## src/hdl/sle_pkg.sv

```systemverilog
// ----------------------------------------------------------------------------
// sle_pkg: shared types and codes of the sorted list engine
// Operation and status codes, the sequencer states and the control bundle
// that the top level broadcasts to every cell of the chain.
// ----------------------------------------------------------------------------
`default_nettype none

package sle_pkg;

	typedef enum logic [1:0] {
		KIND_INSERT = 2'd0,
		KIND_DELETE = 2'd1,
		KIND_ENUM   = 2'd2,
		KIND_LENGTH = 2'd3
	} kind_t;

	typedef enum logic [1:0] {
		STATUS_OK       = 2'd0,
		STATUS_NOTFOUND = 2'd1,
		STATUS_FULL     = 2'd2,
		STATUS_EMPTY    = 2'd3
	} status_t;

	typedef enum logic [1:0] {
		ST_IDLE,
		ST_APPLY,
		ST_ENUM
	} state_t;

	localparam int VALUE_W = 32;
	localparam int COUNT_W = 6;

	// Broadcast to all cells: capture loads the compare flags, ins and del
	// commit a shift of the chain.
	typedef struct packed {
		logic               capture;
		logic               ins;
		logic               del;
		logic [VALUE_W-1:0] value;
	} cell_ctl_t;

endpackage

`default_nettype wire

```

## src/hdl/sle_cell.sv

```systemverilog
// ----------------------------------------------------------------------------
// sle_cell: one slot of the sorted chain
// Holds one value, compares it with the broadcast operand and shifts toward
// either neighbor when an insert or a delete is committed.
// ----------------------------------------------------------------------------
`default_nettype none

module sle_cell (
	input  wire                          clk,
	input  wire                          arst_n,
	input  wire  sle_pkg::cell_ctl_t     ctl,
	input  wire                          occ,
	input  wire                          lt_left,
	input  wire                          seen_in,
	input  wire  [sle_pkg::VALUE_W-1:0]  left_value,
	input  wire  [sle_pkg::VALUE_W-1:0]  right_value,
	output logic                         lt,
	output logic                         seen_out,
	output logic [sle_pkg::VALUE_W-1:0]  value
);

	logic [sle_pkg::VALUE_W-1:0] val_q;
	logic                        lt_q;
	logic                        eq_q;

	always_ff @(posedge clk or negedge arst_n) begin
		if (!arst_n) begin
			lt_q <= 1'b0;
			eq_q <= 1'b0;
		end else if (ctl.capture) begin
			lt_q <= occ && ($signed(val_q) < $signed(ctl.value));
			eq_q <= occ && (val_q == ctl.value);
		end
	end

	// The list is sorted, so the cells that hold smaller values form a prefix.
	// The first cell outside it takes the new value, the rest take their left
	// neighbor's. On delete every cell at or after the first match pulls in
	// its right neighbor.
	always_ff @(posedge clk) begin
		if (ctl.ins && !lt_q) begin
			val_q <= lt_left ? ctl.value : left_value;
		end else if (ctl.del && seen_out) begin
			val_q <= right_value;
		end
	end

	assign lt       = lt_q;
	assign seen_out = seen_in | eq_q;
	assign value    = val_q;

endmodule

`default_nettype wire

```

## src/hdl/sorted_list_engine.sv

```systemverilog
// ----------------------------------------------------------------------------
// sorted_list_engine: sorted list of signed 32-bit values
// A chain of CAPACITY cells keeps the values in ascending order and serves
// insert, delete, enumerate and length requests.
// ----------------------------------------------------------------------------
// Each cell compares its value with the operand in the cycle the request beat
// is accepted and commits its shift in ST_APPLY once the output register is
// free. Enumerate streams the stored values from lowest to highest with tlast
// on the final beat; an empty list gives a single beat with status empty. A
// result beat waits in the output register while the next request is
// accepted. The list comes out of reset empty, with no clearing pass.
`default_nettype none

module sorted_list_engine #(
	parameter int CAPACITY = 32
) (
	input  wire         clk,
	input  wire         arst_n,
	input  wire         s_tvalid,
	output logic        s_tready,
	input  wire  [31:0] s_tdata,   // [31:0] value
	input  wire  [1:0]  s_tuser,   // [1:0] kind
	output logic        m_tvalid,
	input  wire         m_tready,
	output logic [39:0] m_tdata,   // [31:0] element, [37:32] count
	output logic [1:0]  m_tuser,   // [1:0] status
	output logic        m_tlast
);

	localparam int CW = $clog2(CAPACITY + 1);
	localparam int IW = (CAPACITY > 1) ? $clog2(CAPACITY) : 1;
	localparam int VW = sle_pkg::VALUE_W;

	sle_pkg::state_t  state_q, state_d;
	sle_pkg::kind_t   kind_q;
	logic [VW-1:0]    value_q;
	logic [CW-1:0]    count_q, count_d;
	logic [IW-1:0]    idx_q, idx_d;

	logic                     ovalid_q;
	sle_pkg::status_t         ostatus_q, ostatus_d;
	logic [VW-1:0]            oelem_q, oelem_d;
	logic [sle_pkg::COUNT_W-1:0] ocount_q;
	logic                     olast_q, olast_d;
	logic                     load_out;

	logic                     accept;
	logic                     out_free;
	logic                     full;
	logic                     found;
	sle_pkg::cell_ctl_t       ctl;

	logic [VW-1:0]            cell_val [CAPACITY];
	logic [CAPACITY:0]        lt_chain;
	logic [CAPACITY:0]        seen_chain;

	assign s_tready = (state_q == sle_pkg::ST_IDLE);
	assign accept   = s_tvalid && s_tready;
	assign out_free = !ovalid_q || m_tready;
	assign full     = (count_q == CW'(CAPACITY));
	assign found    = seen_chain[CAPACITY];

	assign ctl.capture = accept;
	assign ctl.value   = accept ? s_tdata[VW-1:0] : value_q;
	assign ctl.ins     = (state_q == sle_pkg::ST_APPLY) && out_free &&
	                     (kind_q == sle_pkg::KIND_INSERT) && !full;
	assign ctl.del     = (state_q == sle_pkg::ST_APPLY) && out_free &&
	                     (kind_q == sle_pkg::KIND_DELETE) && found;

	assign lt_chain[0]   = 1'b1;
	assign seen_chain[0] = 1'b0;

	for (genvar i = 0; i < CAPACITY; i++) begin : g_cell
		sle_cell u_cell (
			.clk         (clk),
			.arst_n      (arst_n),
			.ctl         (ctl),
			.occ         (count_q > CW'(i)),
			.lt_left     (lt_chain[i]),
			.seen_in     (seen_chain[i]),
			.left_value  (cell_val[(i == 0) ? 0 : i - 1]),
			.right_value (cell_val[(i == CAPACITY - 1) ? i : i + 1]),
			.lt          (lt_chain[i+1]),
			.seen_out    (seen_chain[i+1]),
			.value       (cell_val[i])
		);
	end

	always_ff @(posedge clk or negedge arst_n) begin
		if (!arst_n) begin
			state_q  <= sle_pkg::ST_IDLE;
			count_q  <= '0;
			idx_q    <= '0;
			ovalid_q <= 1'b0;
		end else begin
			state_q <= state_d;
			count_q <= count_d;
			idx_q   <= idx_d;
			if (load_out) begin
				ovalid_q <= 1'b1;
			end else if (m_tready) begin
				ovalid_q <= 1'b0;
			end
		end
	end

	always_ff @(posedge clk) begin
		if (accept) begin
			kind_q  <= sle_pkg::kind_t'(s_tuser);
			value_q <= s_tdata[VW-1:0];
		end
		if (load_out) begin
			ostatus_q <= ostatus_d;
			oelem_q   <= oelem_d;
			ocount_q  <= sle_pkg::COUNT_W'(count_d);
			olast_q   <= olast_d;
		end
	end

	always_comb begin
		state_d   = state_q;
		count_d   = count_q;
		idx_d     = idx_q;
		load_out  = 1'b0;
		ostatus_d = sle_pkg::STATUS_OK;
		oelem_d   = value_q;
		olast_d   = 1'b1;
		case (state_q)
			sle_pkg::ST_IDLE: begin
				if (accept) begin
					state_d = sle_pkg::ST_APPLY;
				end
			end
			sle_pkg::ST_APPLY: begin
				if (out_free) begin
					state_d  = sle_pkg::ST_IDLE;
					load_out = 1'b1;
					case (kind_q)
						sle_pkg::KIND_INSERT: begin
							if (full) begin
								ostatus_d = sle_pkg::STATUS_FULL;
							end else begin
								count_d = count_q + CW'(1);
							end
						end
						sle_pkg::KIND_DELETE: begin
							if (found) begin
								count_d = count_q - CW'(1);
							end else begin
								ostatus_d = sle_pkg::STATUS_NOTFOUND;
							end
						end
						sle_pkg::KIND_ENUM: begin
							if (count_q == '0) begin
								ostatus_d = sle_pkg::STATUS_EMPTY;
								oelem_d   = '0;
							end else begin
								load_out = 1'b0;
								idx_d    = '0;
								state_d  = sle_pkg::ST_ENUM;
							end
						end
						default: begin
						end
					endcase
				end
			end
			sle_pkg::ST_ENUM: begin
				if (out_free) begin
					load_out = 1'b1;
					oelem_d  = cell_val[idx_q];
					olast_d  = (CW'(idx_q) == count_q - CW'(1));
					idx_d    = idx_q + IW'(1);
					if (olast_d) begin
						state_d = sle_pkg::ST_IDLE;
					end
				end
			end
			default: begin
				state_d = sle_pkg::ST_IDLE;
			end
		endcase
	end

	assign m_tvalid = ovalid_q;
	assign m_tdata  = {2'b00, ocount_q, oelem_q};
	assign m_tuser  = ostatus_q;
	assign m_tlast  = olast_q;

endmodule

`default_nettype wire

```

## config.mk

```make
export PLATFORM = sky130hd
export DESIGN_NAME = sorted_list_engine
export DESIGN_NICKNAME = d
export VERILOG_FILES = /design/src/hdl/sle_pkg.sv /design/src/hdl/sle_cell.sv /design/src/hdl/sorted_list_engine.sv
export SDC_FILE = /design/constraint.sdc
export NUM_CORES = 2
export LEC_CHECK = 0
export BUFFER_PORTS_ARGS = -buffer_cell sky130_fd_sc_hd__clkbuf_2
export CAP_MARGIN = 0
export CORE_MARGIN = 5
export CORE_UTILIZATION = 55
export CTS_CLUSTER_SIZE = 40
export DETAILED_ROUTE_END_ITERATION = 12
export PLACE_DENSITY = 0.71
export SLEW_MARGIN = 40
export SYNTH_ARGS = -nofsm -noshare
export SYNTH_HDL_FRONTEND = slang
export SYNTH_SLANG_ARGS = --single-unit
```

## constraint.sdc

```tcl
create_clock -name clk -period 13.7 [get_ports clk]
set_clock_uncertainty 0.2 [all_clocks]
set_input_delay 0.685 -clock clk [delete_from_list [all_inputs] [get_ports clk]]
set_output_delay 0.685 -clock clk [all_outputs]
set_load 0.1 [all_outputs]
```

==> impl.org <==
** Finish
- The library cell used most frequently in the layout, excluding fill and tap cells, is nand2_1.
- From synthesis to final layout, the design area changed by 7.96%.
- Area of all placed cells without fillers :: 0.0952 mm²
- The library cells used most frequently in the layout, excluding fill and tap cells, are nand2_1 (2158), o21ai_0 (1410), edfxtp_1 (1067).
- The net count of the finished layout is 10.2k.
- Of the cells placed in the final design, the portion with a size suffix greater than 1 is 0.103.
- Filler Cell Count :: 13.6k

** Worst setup path
- Reg2Reg Launch Point :: state_q[0]$_DFFE_PN0P_
- The critical path contains buffers and inverters numbering 6 combined.
- Data required, critical path :: roughly 14000 ps
- In this run the worst path has a maximum fanout of 45.
- The most numerous cell type found on the critical path is buf_4.
- STA classifies the critical path startpoint as a flop.
- Max stage delay on crit path :: around 780 ps
- Classification of the worst setup path :: flop to flop
- In this run the number of cells on the critical path is 16.
- List of cells traversed by the critical path :: inv_1 > ha_1 > nand2_4 > inv_4 > buf_4 > buf_12 > mux2i_4 > buf_4 > buf_4 > ha_1 > nand4_1 > or2_2 > or4_1 > a31oi_1 > o21ai_0 > a22o_1
- Cell type of the slowest stage on the worst timing path :: buf_4
- Worst-case register-to-register setup slack :: 7660 ps
- Largest delay share family, worst path :: buffers and inverters
- Kind of end point of the critical path :: flop
- At the worst endpoint, the arrival time is 6520 ps.
- The worst register-to-register path ends at g_cell[0].u_cell.lt$_DFFE_PN0P_.
- Counting cells, the worst reg-to-reg path comes to 16.

** Detailed routing
- Via count :: 80.6k
- Initial DRC Count :: between 10k and 15k
- In this run the remaining antenna-violating nets after routing total 0.
- The routed design has 377000 µm of wire.
- For this run, design rule violations remaining after detail routing come to 0.
- The first TritonRoute pass finished after 9 iterations.
- Using the TritonRoute via totals, the vias-per-cell ratio works out to 7.08.
- Routed wire per std cell :: about 33 µm

** Clocking
- Clock tree synthesis selected as its root buffer the cell clkbuf_16.
- Once the clock tree was built, the setup fixing pass inserted 0 buffers.
- In this run the deepest clock path goes through 3 buffers.
- The clock net in this run drives a total of 1177 sinks.
- CTS tree :: done
- Once the clock tree was built, the resizer swapped 0 gates to a different size.
- TritonCTS buffer count :: 143
- Post-CTS clock slew at the launch and capture registers of the worst setup and hold paths :: 60 ps
- Depth of the CTS H-tree :: 4
- Clk Latency, worst-skew pair :: 790 ps

** Die
- The floorplan has ~150 rows.
- Die Y-Extent :: ~410 µm
- In this run the standard cell core region covers 0.160 mm².
- The die covers roughly 0.17 mm².
- Initial core utilization :: 0.551
- Horiz. Die Dim :: 410 µm
- Number of placed I/O pins :: 83

** Synthesis
- Synth area leaders :: edfxtp_1 (36%), ha_1 (15%), nand2_1 (9.2%), mux4_2 (8.2%), o21ai_0 (8.2%)
- The share of synthesized area in the top cell type comes to 0.363.
- In the synthesized netlist the dominant register cell turns out to be edfxtp_1.
- Cell taking the most area after synthesis :: edfxtp_1
- Counting flops with an async set or reset pin after synthesis yields a share of 0.0663.
- Netlist area before placement :: between 0.08 and 0.09 mm²
- Distinct cell type count after synthesis :: 82
- Mapped Cells :: between 9k and 10k
- Sequential area share after synthesis :: 0.393
- Yosys warning count :: 0
- The average instance in the mapped netlist occupies between 9 and 10 µm².
- EDFF count, synth :: roughly 1.1k
- Number of flip-flops and latches in the synthesized netlist :: 1177

** Global routing
- In the global route stage, overall resource usage came out at 0.436.
- Antenna violations before repair :: 30
- Global-route wire length before repair :: 534000 µm
- Largest net degree at the start of global routing :: 113
- Remaining global-route overflow :: 0
- Vias in the first global route :: 72.6k

** Pwr
- Portion of total power attributed to the clock network :: 0.436
- Summed over all cells, the static leakage comes to 34.9 nW.
- The share of total power dissipated in combinational logic is 0.132.
- Internal Dissipation :: 0.00658 W
- Of the total power, registers draw 0.432.
- Overall power :: 0.00909 W
- Switching power :: roughly 0.0025 W
- Switch share :: 0.276
- Maximum vdd ir drop :: 0.000331 V
- For this design the ratio of total power to cell area is 95.5 mW/mm².

** Place
- Port Buffers :: 80
- Once placement finished, the instance area stood at 0.0904 mm².
- Once detailed placement completed, the half-perimeter wirelength came to about 270000 µm.
- Placer congestion estimate :: 1.03

** STA
- Of the available clock period, the critical path in the final layout requires 0.441.
- The worst path in the final design needs a cycle of around 6000 ps, including I/O delays and setup.
- Number of setup violations in the final report :: 0
- The number of max-slew violations in the final report was 0.
- Derived from the worst setup path, the maximum achievable clock frequency is 166 MHz.
- Slew Limit Headroom :: 0.349
- RSZ-0062 raised after global routing :: no
- Final setup TNS :: 0 ps
- Final Hold Vio Count :: 0
- Smallest hold slack :: 44.2 ps
- At the pin with the least slew margin, the transition time is 977 ps.

** Worst hold path
- Type of the worst min-delay path :: primary input to flop
- Worst Min Path Start :: s_tdata[16]
- For hold timing, the worst endpoint is value_q[16]$_DFF_P_.
- Worst Hold Path Cells :: 3

** Job
- Max-Cap Viols :: 0

** Outcome
- The run finished with clean final reports.
## per-stage QoR
stage	setup slack [ps]	utilization	std cells
floorplan	7880	-	9385
global placement	7560	0.564	11099
detailed placement	7540	0.565	11105
CTS	7620	0.594	11372
global route	7580	0.595	11377
finish	7660	0.595	11383
## worst reg2reg max path, stage by stage, from the launching register on
cell and delay, ps:
dfrtp_1 380, inv_1 100, ha_1 250, nand2_4 80, inv_4 440, buf_4 460
buf_12 300, mux2i_4 330, buf_4 350, buf_4 790, ha_1 310, nand4_1 90
or2_2 350, or4_1 600, a31oi_1 500, o21ai_0 190, a22o_1 200
## flip-flops by register name, summed over array words and instances, names as in the netlist
name,cells
g_cell.u_cell.value,1024
g_cell.u_cell.eq_q,32
g_cell.u_cell.lt,32
oelem_q,32
value_q,32
count_q,6
ocount_q,6
idx_q,5
kind_q,2
m_tuser,2
state_q,2
m_tlast,1
m_tvalid,1
## cells in the mapped netlist (all sizes together), types with 11 or more instances
cell     instances
inv            114
a21oi          394
nand2         2159
o211ai          25
nand3          143
a21o           128
nand2b          24
edfxtp        1067
mux2i           78
o21bai          13
nor2           246
a2111oi         15
or4             13
buf            245
nor4            43
or3             45
o22ai           11
and4            17
nor2b           58
a22o            17
mux4           320
o31ai           20
a211oi          47
nor3            80
nand4          157
ha            1032
dfxtp           32
o21ai         2155
clkbuf         407
o21a            16
a221oi          13
a31oi           14
and3            22
dfrtp           78
## power groups by stage
stage / sequential, W / clock [W] / combinational, W
6_report: 0.00392 / 0.00396 / 0.00120
5_1_grt: 0.00393 / 0.00409 / 0.00120
4_1_cts: 0.00392 / 0.00395 / 0.00113
3_5_place_dp: 0.00400 / 0 / 0.00113
3_3_place_gp: 0.00403 / 0 / 0.00109
2_1_floorplan: 0.00406 / 0 / 0.000665
## worst max path at each step
stage                           start                              end  slack, ps
2_1_floorplan  state_q[0]$_DFFE_PN0P_  g_cell[9].u_cell.lt$_DFFE_PN0P_       7880
3_3_place_gp                 s_tvalid  g_cell[0].u_cell.lt$_DFFE_PN0P_       7560
3_5_place_dp                 s_tvalid  g_cell[0].u_cell.lt$_DFFE_PN0P_       7540
4_1_cts        state_q[0]$_DFFE_PN0P_  g_cell[0].u_cell.lt$_DFFE_PN0P_       7620
5_1_grt        state_q[0]$_DFFE_PN0P_  g_cell[0].u_cell.lt$_DFFE_PN0P_       7580
6_report       state_q[0]$_DFFE_PN0P_  g_cell[0].u_cell.lt$_DFFE_PN0P_       7660
## layer usage
metal  track usage  routed length [µm]
met5       0.00805                 343
met4         0.193               20800
met3         0.215               72400
met2         0.573              144000
met1         0.602              139000
## area by class of cell
| class | instances | area, µm² | share of cell area |
|---|---|---|---|
| Multi-Input combinational cell | 7442 | 50600 | 0.531 |
| Sequential cell | 1177 | 34700 | 0.364 |
| Clock buffer | 207 | 4060 | 0.0427 |
| Tap cell | 2086 | 2610 | 0.0274 |
| Timing Repair Buffer | 294 | 2220 | 0.0233 |
| Clock inverter | 55 | 608 | 0.00639 |
| Inverter | 114 | 430 | 0.00452 |
| Antenna cell | 8 | 20.0 | 0.000210 |
## cells by family (layout without fill, tap and decap cells)
logic type / after synthesis / in the layout / synth area share
AO/OA/AOI/OAI: 2954 / 2954 / 0.181
XOR/XNOR: 13 / 13 / 0.00129
adder cells (fa/ha/maj): 1032 / 1032 / 0.146
buffers and inverters: 766 / 670 / 0.0414
flip-flops: 1177 / 1177 / 0.393
multiplexers: 402 / 402 / 0.0911
other: 1 / 10 / 0.0000425
AND/OR/NAND/NOR: 3039 / 3039 / 0.146
## repair_timing
action                     4_1_cts  5_1_grt
hold endpoints to repair        31        0
setup endpoints to repair        0        0
hold buffers                     5        0
Power figures use the tool's default switching activity.
